File: src/lat_pkg.sv
// Shared types, constants and codes for the login attempt throttle block.
package lat_pkg;

    localparam int TABLE_ENTRIES = 64;
    localparam int IDX_W = (TABLE_ENTRIES > 1) ? $clog2(TABLE_ENTRIES) : 1;
    localparam logic [IDX_W-1:0] LAST_IDX = IDX_W'(TABLE_ENTRIES - 1);

    localparam logic [39:0] TOTAL_MAX = 40'hFF_FFFF_FFFF;
    localparam logic [31:0] ATT_MAX = 32'hFFFF_FFFF;
    localparam logic [63:0] TIME_MAX = 64'hFFFF_FFFF_FFFF_FFFF;
    localparam logic [31:0] MAPPED_WORD = 32'h0000_FFFF;
    localparam logic [17:0] HEADER_BYTES = 18'd10;
    localparam logic [17:0] V6_ADDR_BYTES = 18'd32;
    localparam logic [17:0] V4_ADDR_BYTES = 18'd8;

    // configuration register indexes
    localparam logic [1:0] REG_ATTEMPT_LIMIT = 2'd0;
    localparam logic [1:0] REG_SIZE_LIMIT = 2'd1;
    localparam logic [1:0] REG_HOLDBACK_MS = 2'd2;
    localparam logic [1:0] REG_KEEP_CRED = 2'd3;

    localparam logic [31:0] RST_ATTEMPT_LIMIT = 32'd5;
    localparam logic [31:0] RST_SIZE_LIMIT = 32'd4194304;
    localparam logic [31:0] RST_HOLDBACK_MS = 32'd120000;

    // head operations
    localparam logic [1:0] OP_PASS = 2'd0;
    localparam logic [1:0] OP_HIT = 2'd1;
    localparam logic [1:0] OP_NEW = 2'd2;
    localparam logic [1:0] OP_CLEAN = 2'd3;

    localparam logic [1:0] SEND_NONE = 2'd0;
    localparam logic [1:0] SEND_REQ = 2'd1;
    localparam logic [1:0] SEND_FORCE = 2'd2;

    typedef struct packed {
        logic        mode;
        logic [63:0] now_ms;
        logic [7:0]  srv_code;
        logic        addr_is_v6;
        logic [63:0] remote_addr_high;
        logic [63:0] remote_addr_low;
        logic        is_login;
        logic [3:0]  plain_info_count;
        logic [15:0] plain_info_bytes;
        logic [3:0]  cred_info_count;
        logic [15:0] cred_info_bytes;
    } in_t;

    typedef struct packed {
        logic [1:0]  send_status;
        logic [39:0] pending_bytes;
        logic        attempts_hit;
        logic        table_full;
    } out_t;

    typedef struct packed {
        logic        valid;
        logic [7:0]  code;
        logic        is_v6;
        logic [63:0] addr_high;
        logic [63:0] addr_low;
        logic [31:0] attempts;
        logic [63:0] hold_end;
    } entry_t;

    typedef struct packed {
        logic [1:0]  op;
        logic [7:0]  code;
        logic        is_v6;
        logic [63:0] addr_high;
        logic [63:0] addr_low;
        logic [63:0] now;
        logic [63:0] hold_stop;
        logic [31:0] limit;
    } head_ctl_t;

    typedef struct packed {
        logic match;
        logic empty;
        logic trigger;
    } head_stat_t;

endpackage

File: src/lat_head.sv
// Entry processor at the head of the ring: match, update, insert, clean.
module lat_head (
    input  lat_pkg::entry_t     ent,
    input  lat_pkg::head_ctl_t  ctl,
    output lat_pkg::entry_t     ent_out,
    output lat_pkg::head_stat_t stat
);

    logic [31:0] att_inc;
    logic        match;

    assign match = ent.valid && (ent.code == ctl.code) && (ent.is_v6 == ctl.is_v6)
                   && (ent.addr_high == ctl.addr_high) && (ent.addr_low == ctl.addr_low);
    assign att_inc = (ent.attempts == lat_pkg::ATT_MAX) ? ent.attempts
                                                        : ent.attempts + 32'd1;

    always_comb
    begin
        ent_out = ent;
        stat.match = match;
        stat.empty = !ent.valid;
        stat.trigger = 1'b0;
        case (ctl.op)
            lat_pkg::OP_HIT:
            begin
                if (match)
                begin
                    ent_out.attempts = att_inc;
                    if ((att_inc >= ctl.limit) && (ent.hold_end <= ctl.now))
                    begin
                        stat.trigger = 1'b1;
                        ent_out.hold_end = ctl.hold_stop;
                    end
                end
            end
            lat_pkg::OP_NEW:
            begin
                ent_out.valid = 1'b1;
                ent_out.code = ctl.code;
                ent_out.is_v6 = ctl.is_v6;
                ent_out.addr_high = ctl.addr_high;
                ent_out.addr_low = ctl.addr_low;
                ent_out.attempts = 32'd1;
                ent_out.hold_end = '0;
                if (ctl.limit <= 32'd1)
                begin
                    stat.trigger = 1'b1;
                    ent_out.hold_end = ctl.hold_stop;
                end
            end
            lat_pkg::OP_CLEAN:
            begin
                if (ent.valid && (ent.hold_end > ctl.now))
                begin
                    ent_out.attempts = '0;
                end
                else
                begin
                    ent_out.valid = 1'b0;
                end
            end
            default:
            begin
                ent_out = ent;
            end
        endcase
    end

endmodule

File: config.mk
export PLATFORM = sky130hd
export DESIGN_NAME = lat_head
export DESIGN_NICKNAME = d
export VERILOG_FILES = /design/src/lat_pkg.sv /design/src/lat_head.sv
export SDC_FILE = /design/constraint.sdc
export NUM_CORES = 1
export LEC_CHECK = 0
export BUFFER_PORTS_ARGS = -buffer_cell sky130_fd_sc_hd__buf_4
export CORE_AREA = 5 5 294 296
export DETAILED_ROUTE_END_ITERATION = 7
export DIE_AREA = 0 0 299 301
export PLACE_DENSITY = 0.41
export SLEW_MARGIN = 30
export SYNTH_ARGS = -nofsm -noshare
export SYNTH_HDL_FRONTEND = slang
export SYNTH_SLANG_ARGS = --single-unit
File: constraint.sdc
create_clock -name vclk -period 5.6
set_clock_uncertainty 0.05 [all_clocks]
set_input_delay 0.28 -clock vclk [all_inputs]
set_output_delay 0.28 -clock vclk [all_outputs]
set_load 0.05 [all_outputs]
==> flow_metrics.py, run 1 <==
metrics = {
    "drt": {
        "wire_per_inst_um": 26.7,
        "drtAntennaViolNets": 0,
        "first_iter_violations": 716,
        "drc": 0,
        "vias": 12100,
        "vias_per_cell": 4.06,
        "drt_pass1_iterations": 5,
        "finalWirelength_um": 79600,
    },
    "cts": {
        "hold_buffers": 0,
        "ctsResizeCount": 0,
        "post-cts-setup-buffer-count": 0,
    },
    "yosys": {
        "synth_top_area_share_pct": 15.4,
        "synth_fp_nets": 1793,
        "yosysSeqAreaShare_pct": 0,
        "yosysTopAreaCell": "mux2_2",
        "synthXorXnorAreaFrac_pct": 9.94,
        "synth_warnings": 0,
        "ys_types": 62,
        "synth.mux.area_fraction_pct": 15.4,
        "synthCells": 1159,
        "synth_top_family_by_area": "simple AND/OR/NAND/NOR gates",
        "syn_avg_cell_area_sq_um": 7.30,
        "synth-simple-area-share_pct": 27.4,
        "synthTopCellsByArea": "mux2_2 15%, ha_1 15%, xor2_1 6.3%",
        "syn-cell-area_sq_um": 8460,
        "synth-compound-area-share_pct": 22.9,
        "synthAdderAreaFrac_pct": 14.9,
    },
    "critical_path": {
        "critPathArrivalTime_ns": 4.91,
        "cp-end-kind": "primary output",
        "crit_required_ns": 5.27,
        "cp-start-kind": "input pin",
        "cp_max_fo": 58,
        "critical_path_class": "input pin to primary output",
    },
    "timing": {
        "rsz0062_at_grt": "false",
        "totalNegativeSetupSlack_ns": 0,
        "slew_headroom_pct": 36.0,
        "hold_violations": 0,
        "final_max_slew_viol_count": 0,
        "layout_min_cycle_time_ns": 5.24,
        "finalSetupViolCount": 0,
        "worst_slew_pin_slew_ns": 0.936,
        "period_share_pct": 93.6,
        "fmax_mhz": 191,
    },
    "placed_design": {
        "io_buffers": 770,
        "place_inst": 2975,
        "gp_congestion": 0.862,
        "dp_hpwl_um": 73700,
        "placed_area_sq_um": 15500,
    },
    "layout": {
        "final-seq-area_sq_um": 0,
        "fillers": 9711,
        "nNetsFinal": 2531,
        "area_growth_pct": 83.3,
        "clock_buffers": 0,
        "layout_commonest_cell": "buf_4",
        "fin_util_pct": 18.6,
        "stdcell_count": 2981,
        "design_area_sq_um": 15500,
        "mostFrequentLayoutCells": "780 x buf_4, 139 x inv_1, 116 x mux2_2",
        "n_sequential_cell": 0,
        "drive_above_1_share_pct": 48.4,
    },
    "power_and_ir_drop": {
        "power.density_nw_per_um2": 114,
        "p_leak_nw": 7.47,
        "power.total_mw": 1.77,
        "irDropWorstVdd_v": 0.0000490,
    },
    "grt": {
        "grtUsageMet1_pct": 18.9,
        "track_usage_pct": 16.3,
        "antenna_found_initial": 25,
        "globalRouteMet3Util_pct": 4.96,
        "grt_max_degree": 67,
        "grt_use_met2_pct": 31.1,
        "grt.busiest_layer": "met2",
        "grt_first_pass_wirelength_um": 104000,
        "globalRouteOverflowTotal": 0,
        "grt_pass1_vias": 12200,
    },
    "floorplanning": {
        "dieArea_sq_um": 90000,
        "die_x_um": 299,
        "num_rows": 106,
        "floorplan.initialDensity_pct": 10.2,
        "core_sq_um": 83300,
        "pin_count": 770,
        "dieHeight_um": 301,
    },
    "flow_run": {
        "cap_violations": 0,
    },
    "worst_hold_path": {
        "hold_class": "input pin to primary output",
    },
    "run_status": {
        "outcome": "completed",
    },
}
[path summary, 6_finish.rpt]
path | depth (start not counted) | startpoint | to
hold / removal | 3 | ent[81] | ent_out[81]
setup / recovery | 18 | ent[91] | ent_out[36]
[metrics by stage]
stage | worst slack, ns | hold WS, ns
CTS | 0.432 | 0.881
global route | 0.0699 | 0.890
detailed placement | 0.474 | 0.877
floorplan | 1.12 | 0.686
finish | 0.360 | 0.879
global placement | 0.530 | 0.876
[layer usage]
layer	routed length, um	share of wire (%)
met5	197	0.25
met4	499	0.63
met3	6550	8.2
met2	41100	52
met1	31300	39
[power by group]
part / switching (mW) / total, mW / internal, mW
clock: 0 / 0.000000145 / 0.000000145
sequential: 0 / 0 / 0
combinational: 1.09 / 1.77 / 0.676
total: 1.09 / 1.77 / 0.676
[kinds of logic after synthesis]
logic type,Yosys count
and+or+nand+nor,404
AOI/OAI and AO/OA,254
buffers and inverters,188
muxes,116
adders and majority gates,101
xor gates and xnor gates,96
[Yosys cell counts (5+ instances only)]
cell	number
a2111oi_0	19
a21boi_1	6
a21o_1	13
a21oi_1	37
a22o_1	51
a32o_1	35
and2_1	34
and3_1	6
and4_1	6
buf_2	8
buf_6	9
clkbuf_1	26
ha_1	101
inv_1	139
mux2_2	116
nand2_1	78
nand2b_1	57
nand3_1	27
nand4_1	48
nor2_1	23
nor2b_1	49
nor3_1	9
nor4_1	38
o2111ai_1	15
o21ai_0	38
o22ai_1	5
or2_2	5
xnor2_1	35
xor2_1	61
[layout make-up]
class              instances  area (sq um)  area share [%]
multi-input cells        971          7710            49.7
repair buffers           782          5900            38.0
well taps               1080          1350            8.72
inverters                142           533            3.44
diodes                     6          15.0          0.0969
[critical path, cell delays in order]
cell       delay [ns]
buf_4            0.12
nand4_1          0.12
or3_1            0.43
nand4bb_1        0.40
nand4_1          0.38
nor2_1           0.11
nand2_1          0.10
xnor2_1          0.16
ha_1             0.30
a21oi_1          0.14
o21ai_0          0.17
or4_1            0.69
a211oi_1         0.38
a2111oi_2        0.06
o21a_2           0.30
buf_12           0.20
a22o_1           0.29
buf_4            0.19
(Power assumes the default switching activity.)
==> inputs of run 2 (changes only) <==
--- a/config.mk
+++ b/config.mk
@@ -10,6 +10,7 @@
 export DETAILED_ROUTE_END_ITERATION = 7
 export DIE_AREA = 0 0 299 301
 export PLACE_DENSITY = 0.41
+export RECOVER_POWER = 25
 export SLEW_MARGIN = 30
 export SYNTH_ARGS = -nofsm -noshare
 export SYNTH_HDL_FRONTEND = slang
==> run 2 against run 1 <==
  * The run now ends with max-capacitance violations, max-slew violations left
  * First-iteration DRC count grew 3.6%
  * Setup slack lost 0.027 ns
  * Sequential share of layout area is the same
  * Maximum frequency shrank 0.50%
  * Critical path depth is the same
  * Final cell count is essentially flat
  * Global-route usage is the same
  * Hold slack lost 0.00062 ns
  * Critical path type unchanged
==> flow_metrics.py, run 2 (synthesis gave the netlist of run 1 again) <==
metrics = {
    "placed_design": {
        "place_ws_ns": 0.474,
        "gp_congestion": 0.862,
        "dp_hpwl_um": 73700,
        "io_buffers": 770,
    },
    "drt": {
        "first_iter_violations": 742,
        "wire_per_inst_um": 26.7,
        "vias_per_cell": 4.06,
        "finalWirelength_um": 79700,
        "vias": 12100,
        "drt_pass1_iterations": 5,
        "drtAntennaViolNets": 0,
        "drc": 0,
    },
    "layout": {
        "multi_input_area_sq_um": 7690,
        "n_sequential_cell": 0,
        "nNetsFinal": 2531,
        "mostFrequentLayoutCells": "736 x buf_4, 139 x inv_1, 102 x mux2_2",
        "clock_buffers": 0,
        "final-seq-area_sq_um": 0,
        "layout_commonest_cell": "buf_4",
        "fillers": 9738,
        "area_growth_pct": 81.3,
        "drive_above_1_share_pct": 45.8,
    },
    "grt": {
        "antenna_found_initial": 25,
        "track_usage_pct": 16.3,
        "globalRouteOverflowTotal": 0,
        "grt_first_pass_wirelength_um": 104000,
        "grt_pass1_vias": 12200,
        "grt_max_degree": 67,
    },
    "floorplanning": {
        "num_rows": 106,
        "die_x_um": 299,
        "dieArea_sq_um": 90000,
        "pin_count": 770,
        "floorplan.initialDensity_pct": 10.2,
        "dieHeight_um": 301,
        "core_sq_um": 83300,
    },
    "power_and_ir_drop": {
        "power.density_nw_per_um2": 114,
        "irDropWorstVdd_v": 0.0000489,
        "p_leak_nw": 7.34,
    },
    "flow_run": {
        "cap_violations": 2,
    },
    "timing": {
        "period_share_pct": 94.0,
        "hold_violations": 0,
        "rsz0062_at_grt": "false",
        "finalSetupViolCount": 0,
        "final_max_slew_viol_count": 117,
        "fmax_mhz": 190,
        "layout_min_cycle_time_ns": 5.27,
        "setup_slack_ns": 0.334,
        "worst_slew_pin_slew_ns": 2.72,
        "slew_headroom_pct": -81.2,
        "totalNegativeSetupSlack_ns": 0,
    },
    "worst_hold_path": {
        "whs_path_depth": 3,
        "hold_class": "input pin to primary output",
    },
    "critical_path": {
        "cp-start-kind": "input pin",
        "path_cells": "buf_4 > nand4_1 > or3_1 > nand4bb_1 > nand4_1 > nor2_1 > nand2_1 > xnor2_1 > ha_1 > a21oi_1 > o21ai_0 > or4_1 > a211oi_1 > a2111oi_2 > o21a_2 > buf_12 > a22o_1 > buf_4",
        "cp_max_fo": 58,
        "critPathArrivalTime_ns": 4.94,
        "cp-end-kind": "primary output",
        "critical_path_class": "input pin to primary output",
        "cpMaxStageDelayCell": "or4_1",
        "crit_required_ns": 5.27,
        "cpPeakStageDelay_ns": 0.68,
    },
    "run_status": {
        "violations": "max-capacitance violations, max-slew violations",
        "outcome": "finished with violations",
    },
    "cts": {
        "hold_buffers": 0,
        "post-cts-setup-buffer-count": 0,
        "ctsResizeCount": 0,
    },
}
[run 2: changes by cell type in the layout (fill, tap and decap cells not counted), sizes merged]
cell / before / now
buf: 782 / 738
clkbuf: 0 / 44
diode: 6 / 5
[run 2: per-layer routing]
metal	vias up	track usage, %	share of wire [%]	wire [um]
li1	5783	-	-	-
met1	5685	18.9	39	31400
met2	550	31.1	52	41100
met3	52	4.96	8.2	6520
met4	32	0.567	0.54	427
met5	-	0	0.24	192
[run 2: per-stage QoR]
stage               cell area, sq um  total power, mW  instances  hold WS [ns]  util [%]
finish                         15300             1.75       2980         0.879      18.4
global route                   15300             1.85       2975         0.890      18.4
CTS                            15500             1.80       2975         0.881      18.6
detailed placement             15500             1.79       2975         0.877      18.6
global placement               15500             1.79       2975         0.876      18.6
floorplan                       8460            0.939       1159         0.686         -
[run 2: path summary, 6_finish.rpt]
| path | start | to | slack, ns |
|---|---|---|---|
| worst max-delay path | ent[91] | ent_out[36] | 0.33 |
| worst min-delay path | ent[81] | ent_out[81] | 0.88 |
[run 2: layout make-up]
class	count	area share (%)
diodes	5	0.0816
inverters	142	3.48
multi-input cells	971	50.2
well taps	1080	8.81
repair buffers	782	37.4
[run 2: critical path: cells and delay by family]
family,cells,cell delay (ns)
and+or+nand+nor,7,2.26
adders and majority gates,1,0.30
AOI/OAI and AO/OA,6,1.34
xor gates and xnor gates,1,0.16
buffers and inverters,3,0.51
[run 2: where the power goes]
part | total (mW) | internal (mW) | leakage (nW) | switching, mW
Clock | 0.000000121 | 0.000000121 | 0.0000317 | 0
Sequential | 0 | 0 | 0 | 0
Combinational | 1.75 | 0.656 | 7.34 | 1.09
Total | 1.75 | 0.656 | 7.34 | 1.09
